==> src/rtl/hsv_to_rgb_macros.svh <==
// Assertion macros shared by the HSV to RGB converter RTL.
// Depends on nothing; users must have clk_i and rst_ni in scope.
`ifndef HSV_TO_RGB_MACROS_SVH
`define HSV_TO_RGB_MACROS_SVH

// Property that must hold in the same cycle as its condition.
`define HSV_ASSERT(lbl, cond, prop, msg) \
  lbl: assert property (@(posedge clk_i) disable iff (!rst_ni) (cond) |-> (prop)) \
    else $error(msg);

// Property that must hold in the cycle after its condition.
`define HSV_ASSERT_NEXT(lbl, cond, prop, msg) \
  lbl: assert property (@(posedge clk_i) disable iff (!rst_ni) (cond) |=> (prop)) \
    else $error(msg);

`endif

==> src/rtl/hsv2rgb_pkg.sv <==
// Package for the HSV to RGB converter: hue constants, sector codes, helpers.
// Depends on nothing; imported by hsv_to_rgb.
`timescale 1ns / 1ps

package hsv2rgb_pkg;

  // Default channel width for saturation, value and the color outputs.
  localparam int ChannelBitsDefault = 8;

  // Hue is degrees times 64.
  localparam int HueBits   = 15;
  localparam int HueFull   = 23040;
  localparam int HueSector = 3840;
  localparam int RemBits   = 12;

  // Fraction within a sector, 0.12 format.
  localparam int FracBits = 12;

  // floor(x / 15) = (x * Recip15) >> RecipShift for x below 3840.
  localparam int RecipBits  = 13;
  localparam int Recip15    = 4370;
  localparam int RecipShift = 16;

  // Places of p, q and t in the per-channel arrays.
  localparam int IdxP   = 0;
  localparam int IdxQ   = 1;
  localparam int IdxT   = 2;
  localparam int NumFac = 3;

  // Hue sectors of 60 degrees each.
  typedef enum logic [2:0] {
    SEC_RY = 3'd0,
    SEC_YG = 3'd1,
    SEC_GC = 3'd2,
    SEC_CB = 3'd3,
    SEC_BM = 3'd4,
    SEC_MR = 3'd5
  } sector_e;

  // First hue code of a sector.
  function automatic logic [HueBits-1:0] sector_base(sector_e sec);
    logic [HueBits-1:0] base;
    unique case (sec)
      SEC_RY:  base = HueBits'(0);
      SEC_YG:  base = HueBits'(HueSector);
      SEC_GC:  base = HueBits'(2 * HueSector);
      SEC_CB:  base = HueBits'(3 * HueSector);
      SEC_BM:  base = HueBits'(4 * HueSector);
      SEC_MR:  base = HueBits'(5 * HueSector);
      default: base = HueBits'(0);
    endcase
    return base;
  endfunction

endpackage

==> src/rtl/hsv_to_rgb.sv <==
// HSV to RGB converter, six-stage pipeline, one pixel per clock unless stalled.
// Each stage advances while its successor has room, so bubbles are squeezed out.
// Reset (rst_ni low, asynchronous) empties the pipeline; no data is cleared.
// Depends on hsv2rgb_pkg and hsv_to_rgb_macros.svh.
`timescale 1ns / 1ps

`include "hsv_to_rgb_macros.svh"

module hsv_to_rgb
  import hsv2rgb_pkg::*;
#(
  parameter int ChannelBits = ChannelBitsDefault
) (
  input  logic                   clk_i,
  input  logic                   rst_ni,
  input  logic                   in_valid_i,
  output logic                   in_stall_o,
  input  logic [HueBits-1:0]     hue_i,
  input  logic [ChannelBits-1:0] saturation_i,
  input  logic [ChannelBits-1:0] brightness_i,
  output logic                   out_valid_o,
  input  logic                   out_stall_i,
  output logic [ChannelBits-1:0] red_o,
  output logic [ChannelBits-1:0] green_o,
  output logic [ChannelBits-1:0] blue_o
);

  localparam int FactW = ChannelBits + FracBits;
  localparam int ProdW = ChannelBits + FactW;
  localparam int DivW  = 2 * ChannelBits;
  localparam int MulW  = RemBits + RecipBits;

  localparam logic [ChannelBits-1:0] ChanMax = {ChannelBits{1'b1}};
  localparam logic [FactW-1:0]       FullScale = {ChanMax, {FracBits{1'b0}}};
  localparam logic [ProdW:0]         RoundHalf = (ProdW + 1)'(FullScale) >> 1;

  // Stage valid bits and the ready chain from the output backwards.
  logic v1_q, v2_q, v3_q, v4_q, v5_q, v6_q;
  logic rdy1, rdy2, rdy3, rdy4, rdy5, rdy6;

  assign rdy6 = !v6_q || !out_stall_i;
  assign rdy5 = !v5_q || rdy6;
  assign rdy4 = !v4_q || rdy5;
  assign rdy3 = !v3_q || rdy4;
  assign rdy2 = !v2_q || rdy3;
  assign rdy1 = !v1_q || rdy2;

  assign in_stall_o = !rdy1;

  always_ff @(posedge clk_i or negedge rst_ni) begin
    if (!rst_ni) begin
      v1_q <= 1'b0;
      v2_q <= 1'b0;
      v3_q <= 1'b0;
      v4_q <= 1'b0;
      v5_q <= 1'b0;
      v6_q <= 1'b0;
    end else begin
      if (rdy1) v1_q <= in_valid_i;
      if (rdy2) v2_q <= v1_q;
      if (rdy3) v3_q <= v2_q;
      if (rdy4) v4_q <= v3_q;
      if (rdy5) v5_q <= v4_q;
      if (rdy6) v6_q <= v5_q;
    end
  end

  // Stage 1: hue at or above full circle becomes 0; find its sector and remainder.
  logic [HueBits-1:0]     hue_wrap;
  sector_e                sec1_d;
  logic [HueBits-1:0]     rem_full;
  sector_e                sec1_q;
  logic [RemBits-1:0]     rem1_q;
  logic [ChannelBits-1:0] sat1_q, bri1_q;

  always_comb begin
    hue_wrap = (hue_i >= HueBits'(HueFull)) ? '0 : hue_i;
    if (hue_wrap >= HueBits'(5 * HueSector)) begin
      sec1_d = SEC_MR;
    end else if (hue_wrap >= HueBits'(4 * HueSector)) begin
      sec1_d = SEC_BM;
    end else if (hue_wrap >= HueBits'(3 * HueSector)) begin
      sec1_d = SEC_CB;
    end else if (hue_wrap >= HueBits'(2 * HueSector)) begin
      sec1_d = SEC_GC;
    end else if (hue_wrap >= HueBits'(HueSector)) begin
      sec1_d = SEC_YG;
    end else begin
      sec1_d = SEC_RY;
    end
    rem_full = hue_wrap - sector_base(sec1_d);
  end

  always_ff @(posedge clk_i) begin
    if (rdy1) begin
      sec1_q <= sec1_d;
      rem1_q <= rem_full[RemBits-1:0];
      sat1_q <= saturation_i;
      bri1_q <= brightness_i;
    end
  end

  // Stage 2: fraction f = floor(rem * 16 / 15) = rem + floor(rem / 15).
  logic [MulW-1:0]        rem_mul;
  logic [FracBits-1:0]    frac2_d;
  sector_e                sec2_q;
  logic [FracBits-1:0]    frac2_q;
  logic [ChannelBits-1:0] sat2_q, bri2_q;

  always_comb begin
    rem_mul = MulW'(rem1_q) * MulW'(Recip15);
    frac2_d = FracBits'(rem1_q) + FracBits'(rem_mul >> RecipShift);
  end

  always_ff @(posedge clk_i) begin
    if (rdy2) begin
      sec2_q  <= sec1_q;
      frac2_q <= frac2_d;
      sat2_q  <= sat1_q;
      bri2_q  <= bri1_q;
    end
  end

  // Stage 3: scale factors for p, q and t, each against full scale M * 4096.
  logic [FactW-1:0]              sf;
  logic [ChannelBits-1:0]        sat_inv;
  logic [NumFac-1:0][FactW-1:0]  fac3_d;
  sector_e                       sec3_q;
  logic [NumFac-1:0][FactW-1:0]  fac3_q;
  logic [ChannelBits-1:0]        bri3_q;

  always_comb begin
    sf            = FactW'(sat2_q) * FactW'(frac2_q);
    sat_inv       = ChanMax - sat2_q;
    fac3_d[IdxP]  = {sat_inv, {FracBits{1'b0}}};
    fac3_d[IdxQ]  = FullScale - sf;
    fac3_d[IdxT]  = fac3_d[IdxP] + sf;
  end

  always_ff @(posedge clk_i) begin
    if (rdy3) begin
      sec3_q <= sec2_q;
      fac3_q <= fac3_d;
      bri3_q <= bri2_q;
    end
  end

  // Stage 4: multiply each factor by the value.
  logic [NumFac-1:0][ProdW-1:0] prod4_d;
  sector_e                      sec4_q;
  logic [NumFac-1:0][ProdW-1:0] prod4_q;
  logic [ChannelBits-1:0]       bri4_q;

  always_comb begin
    for (int i = 0; i < NumFac; i++) begin
      prod4_d[i] = ProdW'(fac3_q[i]) * ProdW'(bri3_q);
    end
  end

  always_ff @(posedge clk_i) begin
    if (rdy4) begin
      sec4_q  <= sec3_q;
      prod4_q <= prod4_d;
      bri4_q  <= bri3_q;
    end
  end

  // Stage 5: round and divide by M * 4096: shift out 4096, then divide by
  // M = 2^C - 1 with (y + 1 + (y >> C)) >> C.
  logic [NumFac-1:0][ProdW:0]         rnd;
  logic [NumFac-1:0][DivW-1:0]        ydiv;
  logic [NumFac-1:0][DivW:0]          zdiv;
  logic [NumFac-1:0][ChannelBits-1:0] chan5_d;
  sector_e                            sec5_q;
  logic [NumFac-1:0][ChannelBits-1:0] chan5_q;
  logic [ChannelBits-1:0]             bri5_q;

  always_comb begin
    for (int i = 0; i < NumFac; i++) begin
      rnd[i]     = (ProdW + 1)'(prod4_q[i]) + RoundHalf;
      ydiv[i]    = DivW'(rnd[i] >> FracBits);
      zdiv[i]    = (DivW + 1)'(ydiv[i]) + (DivW + 1)'(1)
                 + (DivW + 1)'(ydiv[i] >> ChannelBits);
      chan5_d[i] = ChannelBits'(zdiv[i] >> ChannelBits);
    end
  end

  always_ff @(posedge clk_i) begin
    if (rdy5) begin
      sec5_q  <= sec4_q;
      chan5_q <= chan5_d;
      bri5_q  <= bri4_q;
    end
  end

  // Stage 6: pick the output triple by sector. Zero saturation makes
  // p, q and t all equal the value, which yields grey.
  logic [ChannelBits-1:0] red_d, green_d, blue_d;
  logic [ChannelBits-1:0] red_q, green_q, blue_q, bri6_q;

  always_comb begin
    unique case (sec5_q)
      SEC_RY: begin
        red_d = bri5_q;        green_d = chan5_q[IdxT]; blue_d = chan5_q[IdxP];
      end
      SEC_YG: begin
        red_d = chan5_q[IdxQ]; green_d = bri5_q;        blue_d = chan5_q[IdxP];
      end
      SEC_GC: begin
        red_d = chan5_q[IdxP]; green_d = bri5_q;        blue_d = chan5_q[IdxT];
      end
      SEC_CB: begin
        red_d = chan5_q[IdxP]; green_d = chan5_q[IdxQ]; blue_d = bri5_q;
      end
      SEC_BM: begin
        red_d = chan5_q[IdxT]; green_d = chan5_q[IdxP]; blue_d = bri5_q;
      end
      default: begin
        red_d = bri5_q;        green_d = chan5_q[IdxP]; blue_d = chan5_q[IdxQ];
      end
    endcase
  end

  always_ff @(posedge clk_i) begin
    if (rdy6) begin
      red_q   <= red_d;
      green_q <= green_d;
      blue_q  <= blue_d;
      bri6_q  <= bri5_q;
    end
  end

  assign out_valid_o = v6_q;
  assign red_o       = red_q;
  assign green_o     = green_q;
  assign blue_o      = blue_q;

  // An accepted transaction always lands in the first stage.
  `HSV_ASSERT_NEXT(a_accept_fills_s1, in_valid_i && !in_stall_o, v1_q,
    "accepted transaction did not enter stage 1")

  // No channel may exceed the value of its pixel.
  `HSV_ASSERT(a_chan_le_value, out_valid_o,
    red_o <= bri6_q && green_o <= bri6_q && blue_o <= bri6_q,
    "output channel exceeds brightness")

  // The largest channel always equals the value.
  `HSV_ASSERT(a_max_is_value, out_valid_o,
    red_o == bri6_q || green_o == bri6_q || blue_o == bri6_q,
    "no output channel equals brightness")

endmodule
==> config.mk <==
export PLATFORM = sky130hd
export DESIGN_NAME = hsv_to_rgb
export DESIGN_NICKNAME = d
export VERILOG_FILES = /design/src/rtl/hsv2rgb_pkg.sv /design/src/rtl/hsv_to_rgb.sv
export VERILOG_INCLUDE_DIRS = /design/src /design/src/rtl
export SDC_FILE = /design/constraint.sdc
export NUM_CORES = 1
export LEC_CHECK = 0
export ABC_AREA = 0
export BUFFER_PORTS_ARGS = -buffer_cell sky130_fd_sc_hd__buf_2
export CORE_ASPECT_RATIO = 1.75
export CORE_MARGIN = 2
export CORE_UTILIZATION = 30
export CTS_CLUSTER_SIZE = 24
export DETAILED_ROUTE_END_ITERATION = 8
export PLACE_DENSITY = 0.5
export SYNTH_ARGS = -nofsm -noshare
export SYNTH_HDL_FRONTEND = slang
export SYNTH_SLANG_ARGS = --single-unit
==> constraint.sdc <==
create_clock -name clk_i -period 9.81 [get_ports clk_i]
set_clock_uncertainty 0.15 [all_clocks]
set_input_delay 0.981 -clock clk_i [delete_from_list [all_inputs] [get_ports clk_i]]
set_output_delay 0.981 -clock clk_i [all_outputs]
set_load 0.01 [all_outputs]
### After elaboration in Yosys (flattened, before gate mapping)

Cells that the tools add are included.

* bits in registers: 281
* output and inout bits: 26
* input bits: 35

* $add $sub $neg: 14
* $lt $le $gt $ge: 6
* reductions and logical operators: 19
* multipliers: 5
* equality and inequality tests: 9
* multiplexer cells: 10

Operators with widths (count)
* adder 28 x 19 -> 28 bit, second input constant: 3
* one-hot mux 8 bit (3 select lines): 3
* one-hot mux 12 bit (5 select lines): 1
* multiplier 20 x 8 -> 28 bit: 2
* adder 16 x 1 -> 16 bit, second input constant: 3
* adder 16 x 8 -> 16 bit: 3
* greater-or-equal comparator 15 x 14 -> 1 bit, second input constant: 2
* greater-or-equal comparator 15 bit, second input constant: 2
* multiplier 12 x 12 -> 24 bit, second input constant: 1
* adder 20 bit: 1
* multiplier 8 x 12 -> 20 bit: 1
* subtractor 20 bit, first input constant: 1
* multiplier 8 x 8 -> 16 bit: 1
* greater-or-equal comparator 15 x 12 -> 1 bit, second input constant: 1
* greater-or-equal comparator 15 x 13 -> 1 bit, second input constant: 1
* two-way mux 15 bit: 1
* adder 12 x 9 -> 12 bit: 1
* equality test 3 x 2 -> 1 bit, second input constant: 4
* subtractor 12 bit: 1
* equality test 3 bit, second input constant: 3
* zero test 1 bit: 8
* OR reduction 2 bit: 4
* subtractor 8 bit, first input constant: 1
* equality test 3 x 1 -> 1 bit, second input constant: 2
* 5 further kinds: 12

### Depth between registers and ports, before layout

Gate-level depths: netlist of the first run.

* depth after elaboration: 11
* depth in mapped cells: 23
* gate-level depth less buffers: 23

### Worst setup path after synthesis of the first run

OpenSTA, ideal clock, no wires.

* path type: reg-to-reg
* from: reg sat2_q[7]
* to: reg fac3_q[59] (netlist bit), data pin
* slack: 3.898 ns
* setup time: 0.264 ns
* arrival: 5.498 ns
* cell stages (with the launch flop): 22
* cell sequence: edfxtp_1 -> clkbuf_1 -> and2_1 -> fa_1 -> fa_1 -> fa_1 -> inv_1 -> fa_1 -> inv_1 -> ha_1 -> and2_1 -> a221oi_1 -> o21ai_0 -> a21oi_1 -> xnor2_1 -> ha_1 -> a21oi_1 -> o21bai_1 -> a21oi_1 -> o21ai_0 -> xnor2_1 -> xnor2_1

RTL lines
* start, declared: RTL line hsv_to_rgb.sv:108 `logic [ChannelBits-1:0] sat2_q, bri2_q;`
* start signal, assigned: RTL line hsv_to_rgb.sv:119 `sat2_q <= sat1_q;`
* end signal, assigned: RTL line hsv_to_rgb.sv:143 `fac3_q <= fac3_d;`
* end, declared: RTL line hsv_to_rgb.sv:129 `logic [NumFac-1:0][FactW-1:0] fac3_q;`

==> results of run 1 <==
## stage by stage
step	instance area, um^2	hold slack (ps)	utilization [%]	std cells	setup WS, ps
after global routing	29300	37.8	33.0	3826	2790
after CTS	29300	23.7	33.0	3826	3230
after global placement	28400	251	32.0	3776	3300
after floorplan	26800	250	-	2590	3900
final	29300	54.1	33.0	3826	3240
after detailed placement	28400	255	32.0	3776	3220
## cells in the mapped netlist, types with 5 or more instances
cell,count
inv_1,396
fa_1,320
nand2_1,286
and2_1,273
ha_1,271
edfxtp_1,240
xnor2_1,101
a21oi_1,82
nor2_1,76
clkbuf_1,67
o21ai_0,65
xor2_1,58
nor3_1,26
mux2i_1,23
nand2b_1,22
nor2b_1,21
nand3_1,20
a211oi_1,19
mux2_2,19
a21o_1,15
o21a_1,13
and3_1,12
o21bai_1,11
nand4_1,10
o211ai_1,10
a31oi_1,9
o22ai_1,9
or3_1,9
dfrtp_1,6
or4_1,6
nor4_1,5
o31ai_1,5
## kinds of logic (layout without fill, tap and decap cells)
family,Yosys count,count (layout)
xor+xnor,161,161
fa+ha+maj,592,592
compound gates,285,285
flops,246,246
mux,42,42
buf+inv,471,531
simple gates,793,793
## registers in the layout, summed over array words and instances, names as in the netlist, 8 cells and up
signal and flops:
fac3_q 47, blue_o 8, bri4_q 8, bri5_q 8
bri2_q 8, frac2_q 12, rem1_q 12, bri3_q 8
chan5_q 24, prod4_q 50, sat1_q 8, red_o 8
green_o 8, sat2_q 8, bri1_q 8
## worst paths after layout
kind | from | endpoint | slack (ps) | cells past startpoint
hold / removal | rst_ni | v3_q$_DFFE_PN0P_ | 50 | 1
hold reg to reg | bri1_q[2]$_DFFE_PN_ | bri2_q[2]$_DFFE_PP_ | 260 | 0
setup / recovery | sat2_q[7]$_DFFE_PP_ | fac3_q[59]$_DFFE_PP_ | 3240 | 20
setup reg to reg | sat2_q[7]$_DFFE_PP_ | fac3_q[59]$_DFFE_PP_ | 3240 | 20
max in group asynchronous | rst_ni | v4_q$_DFFE_PN0P_ | 9310 | 1
min in group clk_i | bri1_q[2]$_DFFE_PN_ | bri2_q[2]$_DFFE_PP_ | 260 | 0
## routing by layer
metal | track usage (%) | wire (um) | up-vias
met3 | 1.00 | 1120 | 99
li1 | - | - | 8551
met5 | 0 | 0 | -
met2 | 29.5 | 36900 | 199
met1 | 13.3 | 21600 | 8834
met4 | 5.28 | 2290 | 0
## final cells by class
type	count	area, um^2	share of cell area, %
inverters	396	1490	5.07
well taps	1176	1470	5.02
repair buffers	85	488	1.66
clock buffers	32	716	2.44
clock inverters	18	171	0.584
multi-input cells	1873	17600	60.1
flip-flops and latches	246	7360	25.1
## cells in the final DEF (no fill, tap or decap), drive strengths merged, types with 20 or more instances in the layout
| cell type | Yosys | final |
|---|---|---|
| a211oi | 21 | 21 |
| nor2b | 21 | 21 |
| ha | 271 | 271 |
| nor2 | 76 | 76 |
| and2 | 274 | 274 |
| mux2i | 23 | 23 |
| xnor2 | 102 | 102 |
| nand2 | 286 | 286 |
| inv | 396 | 397 |
| clkbuf | 67 | 32 |
| nand2b | 22 | 22 |
| buf | 8 | 85 |
| nor3 | 26 | 26 |
| o21ai | 66 | 66 |
| fa | 320 | 320 |
| nand3 | 20 | 20 |
| xor2 | 59 | 59 |
| a21oi | 83 | 83 |
| edfxtp | 240 | 240 |
==> summary.txt, run 1 <==
Status
  • Status: finished, final reports clean

Clocking
  • CTS Buf Count: 28
  • Post-CTS resize count: 0
  • Clk sinks: between 200 and 250
  • Clock Path Buffers: 3
  • CTS H-tree depth: 1
  • CTS tree: yes
  • Clk_lat worst skew: 590 ps
  • Clock-pin transition on the worst setup and hold timing paths: 60 ps
  • CTS Hold Bufs: 0
  • Clk root buf: clkbuf_16
  • Post-CTS setup buffers: 0

Logic synthesis
  • Avg Inst Size Synth: approximately 10 um^2
  • Sequential fraction of the synthesis area: 27.5%
  • Synth async-reset ratio: 2.44%
  • Largest family of logic cells by synthesized area: adder cells
  • Predominant post-synthesis flop cell: edfxtp_1
  • Synth unique cells: between 80 and 90
  • Post-Synth XOR/XNOR Area: under 10%
  • Synth top area cells: edfxtp_1 (27%), fa_1 (24%), ha_1 (13%), and2_1 (6.4%), inv_1 (5.6%)
  • #FFs+latches synth: 246
  • Yosys warning count: 0
  • Synthesized area: 26800 um^2
  • Post-Syn Nets: 3216
  • Number of synthesized flops with an enable pin: 240
  • Gate count of the mapped netlist: 2590
  • Synth top area share: 26.9%
  • Proportion of synthesized area in mux cells: 1.66%
  • Synth Area in Compound Gates: 6.92%
  • Synth Area in Simple Gates: 15.3%
  • Post-synthesis adder-cell area fraction: a little over a third
  • Cell accounting for the most synthesized area: edfxtp_1

STA
  • Final worst-path cycle share: between 60 and 70%
  • RSZ-0062 raised after global routing: no
  • Slew headroom: a little under a third
  • Least-Margin Pin Slew: ~1000 ps
  • Pins over their slew limit: 0
  • Setup-failing EPs final: 0
  • Setup TNS: 0 ps
  • Fin. Hold Viols: 0
  • Final Critical Period: about 6600 ps
  • Max Freq: 152 MHz

Critical path
  • Slowest cell on the critical path: edfxtp_1
  • WP data arrival: 6750 ps
  • Max incr delay on CP: 590 ps
  • Worst Setup Start Kind: flip-flop
  • Crit-path cells: and2_1 -> fa_1 -> fa_1 -> fa_1 -> inv_1 -> fa_1 -> inv_1 -> ha_1 -> and2_1 -> a221oi_1 -> o21ai_0 -> a21oi_1 -> xnor2_1 -> ha_1 -> a21oi_1 -> o21bai_1 -> a21oi_1 -> o21ai_0 -> xnor2_1 -> xnor2_1
  • Worst setup EP type: flip-flop
  • Required time worst endpoint: 9990 ps
  • Setup CP Type: reg2reg
  • Crit-path leading delay family: adder cells
  • Crit-path most repeated cell: fa_1
  • Buf+Inv Stages, Crit Path: 2
  • Crit path max fanout: 13

Floorplan
  • I/O pin cnt: a little over 60
  • Initial core utilization: 30.1%
  • Die span in y: 399 um
  • Area of the die: 91700 um^2
  • Num rows: 145
  • Die width: 230 um
  • CORE AREA: 88900 um^2

Global routing
  • GR Overflow Total: 0
  • Largest net degree at the start of global routing: 63
  • First-pass GRT wire length: 101000 um
  • Initial antenna violation count: 0
  • All-Layer GR Usage: ~14%
  • Number of global-route vias before repair: 19400

Place
  • IO Port Bufs: 60
  • DP Wirelength: 51100 um
  • Routability cong.: around 0.80

Drt
  • Post-route ant nets: 0
  • DRT iter0 DRCs: 610
  • # DRC: 0
  • Vias: between 15000 and 20000
  • Vias per cell: 4.62
  • Drt pass-1 iters: 5
  • Routed len/inst: 16.2 um
  • Routed WL: approximately 62000 um

Job
  • Max-cap violations: 0

Layout
  • Share of cells above drive strength 1: between 6 and 7%
  • # fillers: 9204
  • Fin nets: 3256
  • Area grow syn2layout: 9.57%
  • Antenna cells: 0

Worst hold path
  • HP Class: in2async
Power of run 1 is left out: the tool's default activity adds up to more than one toggle a clock period on the data nets, which glitch-free logic cannot reach.
==> run 2, diff against run 1 <==
Settings changed: ABC_AREA 0 to 1.
Clock period 9.81 ns to 6.4 ns, I/O delays scaled along.
==> run 2 against run 1 <==
Cell area is 10% higher. Register-to-register slack lost 2700 ps. Routed wire length increased by 18%. Via count rose by 25%. Synthesized cell count grew 41%. Clock-buffer cell count up 4. Area after synthesis is 11% higher.
==> summary.txt, run 2 <==
Layout
  • Largest regs: prod4_q: 50 flops, fac3_q: 47 flops, chan5_q: 24 flops
  • Most frequent cells in the layout: nand2_1 (1001), inv_1 (862), fa_1 (320)
  • Antenna cells: 0 (unchanged)
  • Area grow syn2layout: 8.79%
  • Share of cells above drive strength 1: 6.30% (-0.19 points)
  • Top reg by flops: prod4_q
  • Fin nets: 4287 (+32%)
  • Design Area, Final: 32300 um^2 (+10%)
  • Number of flip-flops in the largest register: 50 (unchanged)
  • Commonest non-fill, non-tap cell in the layout: nand2_1

Clocking
  • CTS Hold Bufs: 1 (+1)
  • Post-CTS setup buffers: 0 (unchanged)
  • Clock Path Buffers: 3 (unchanged)
  • Clock-pin transition on the worst setup and hold timing paths: 60 ps (about the same)
  • CTS H-tree depth: 1 (unchanged)
  • CTS tree: yes
  • Clk root buf: clkbuf_16
  • Post-CTS resize count: 0 (unchanged)
  • Clk sinks: 246 (unchanged)
  • Clk_lat worst skew: 610 ps (+20 ps)
  • CTS Buf Count: 28 (unchanged)

STA
  • Least-Margin Pin Slew: 1100 ps (+80.3 ps)
  • Setup-failing EPs final: 0 (unchanged)
  • Setup TNS: 0 ps (unchanged)
  • Slew headroom: 26.1% (-5.8 points)
  • Max Freq: 172 MHz (+13%)
  • Final worst-path cycle share: 90.8% (+24 points)
  • Pins over their slew limit: 0 (unchanged)
  • Final Critical Period: 5810 ps (-755 ps)
  • Fin. Hold Viols: 0 (unchanged)
  • Min Hold Slack: 50.5 ps (-3.65 ps)
  • RSZ-0062 raised after global routing: no

Global routing
  • Initial antenna violation count: 4 (+4)
  • First-pass GRT wire length: 120000 um (+20%)
  • Number of global-route vias before repair: 24000 (+24%)
  • Largest net degree at the start of global routing: 63 (unchanged)
  • All-Layer GR Usage: 14.7% (+0.93 points)
  • GR Overflow Total: 0 (unchanged)

Logic synthesis
  • Synth top area cells: edfxtp_1 (24%), fa_1 (22%), nand2_1 (13%), ha_1 (11%), inv_1 (11%)
  • Predominant post-synthesis flop cell: edfxtp_1
  • Post-Syn Nets: 4280 (+33%)
  • Synthesized area: 29700 um^2 (+11%)
  • Synth unique cells: 59 (-30%)
  • Sequential fraction of the synthesis area: 24.8% (-2.7 points)
  • Number of synthesized flops with an enable pin: 240 (unchanged)
  • Post-synth top cells: nand2_1 (1001), inv_1 (864), fa_1 (320), ha_1 (271), edfxtp_1 (240)
  • Synth top area share: 24.3% (-2.6 points)
  • Synth async-reset ratio: 2.44% (unchanged)
  • Cell accounting for the most synthesized area: edfxtp_1
  • #FFs+latches synth: 246 (unchanged)
  • Avg Inst Size Synth: 8.12 um^2 (-21%)
  • Yosys warning count: 0 (unchanged)
  • Most frequent cell after synthesis: nand2_1
  • Gate count of the mapped netlist: 3654 (+41%)

Floorplan
  • Area of the die: 102000 um^2 (+11%)
  • Initial core utilization: 30.3% (+0.14 points)
  • Die span in y: 420 um (+5.3%)
  • CORE AREA: 98100 um^2 (+10%)
  • Die width: 242 um (+5.2%)
  • I/O pin cnt: 61 (unchanged)
  • Num rows: 152 (+4.8%)

Critical path
  • WP data arrival: 6010 ps (-740 ps)
  • Setup CP Type: reg2reg
  • Worst Setup Start Kind: flip-flop
  • Required time worst endpoint: 6600 ps (-3390 ps)
  • Worst setup EP type: flip-flop
  • Crit path max fanout: 13 (unchanged)

Drt
  • Vias per cell: 4.44 (-3.9%)
  • DRT iter0 DRCs: 793 (+30%)
  • Routed len/inst: 14.7 um (-9.4%)
  • Post-route ant nets: 0 (unchanged)
  • Routed WL: 73200 um (+18%)
  • # DRC: 0 (unchanged)
  • Vias: 22200 (+25%)
  • Drt pass-1 iters: 5 (unchanged)

Place
  • IO Port Bufs: 60 (unchanged)
  • Routability cong.: 0.872 (+8.5%)
  • DP Wirelength: 62200 um (+22%)
  • Placed Area: 31400 um^2 (+10%)

Job
  • Max-cap violations: 0 (unchanged)

Worst hold path
  • HP Class: in2reg

Status
  • Status: finished, final reports clean
run 2: cell types whose count changed in the layout (fill, tap and decap cells not counted), sizes merged, moves of 81 or more:
cell   change
nand2    +754
inv      +480
and2     -267
nor2     +124
nand3     +88
xnor2     -81
run 2: path summary, 6_finish.rpt:
path | end | start | slack [ps] | depth (start not counted)
worst max-delay path | fac3_q[58]$_DFFE_PP_ | sat2_q[7]$_DFFE_PP_ | 590 | 22
worst min register to register | bri3_q[3]$_DFFE_PP_ | bri2_q[3]$_DFFE_PP_ | 260 | 0
min in group asynchronous | out_valid_o$_DFFE_PN0P_ | rst_ni | 270 | 2
worst min-delay path | bri1_q[2]$_DFFE_PN_ | brightness_i[2] | 50 | 1
worst max register to register | fac3_q[58]$_DFFE_PP_ | sat2_q[7]$_DFFE_PP_ | 590 | 22
max in group asynchronous | v1_q$_DFFE_PN0N_ | rst_ni | 5610 | 2
run 2: final cells by class:
class | count | area, um^2
clock buffers | 36 | 741
clock inverters | 15 | 151
fillers | 10500 | 65800
inverters | 878 | 3310
multi-input cells | 2421 | 18500
flip-flops and latches | 246 | 7360
well taps | 1309 | 1640
repair buffers | 86 | 561
run 2: worst max-delay path, stage by stage, from the launching register on:
cell and delay (ps):
edfxtp_1 610, nand2_1 130, inv_1 60, fa_1 500
fa_1 520, fa_1 550, inv_1 50, fa_1 520
inv_1 40, ha_1 360, nand2_1 120, nor2_1 170
nand3_1 140, nand3_1 110, nand2_1 80, nand2_2 120
inv_2 60, ha_1 210, fa_1 410, a31oi_1 280
o21ai_0 120, a21oi_1 160, xnor2_1 80
run 2: per-layer routing:
metal	vias up	part of all wire (%)	track usage, %
li1	11200	-	-
met1	10600	36	14.2
met2	294	57	30.7
met3	134	2.1	1.19
met4	8	5.2	7.26
met5	-	0.055	0
run 2: cells by family after synthesis:
kind of cell,Yosys count,synth area share (%)
flip-flops,246,24.8
AO/OA/AOI/OAI,276,5.35
XOR/XNOR,113,3.54
buffers and inverters,987,12.8
adder cells (fa/ha/maj),591,33.0
AND/OR/NAND/NOR,1441,20.6
run 2: metrics by stage:
step / setup WS [ps] / std cells / utilization (%)
global placement: 623 / 4939 / 32.0
detailed placement: 559 / 4939 / 32.0
CTS: 552 / 4991 / 32.9
floorplan: 192 / 3654 / -
global route: 204 / 4991 / 32.9
finish: 588 / 4991 / 32.9
Power of run 2 is left out for the same reason.
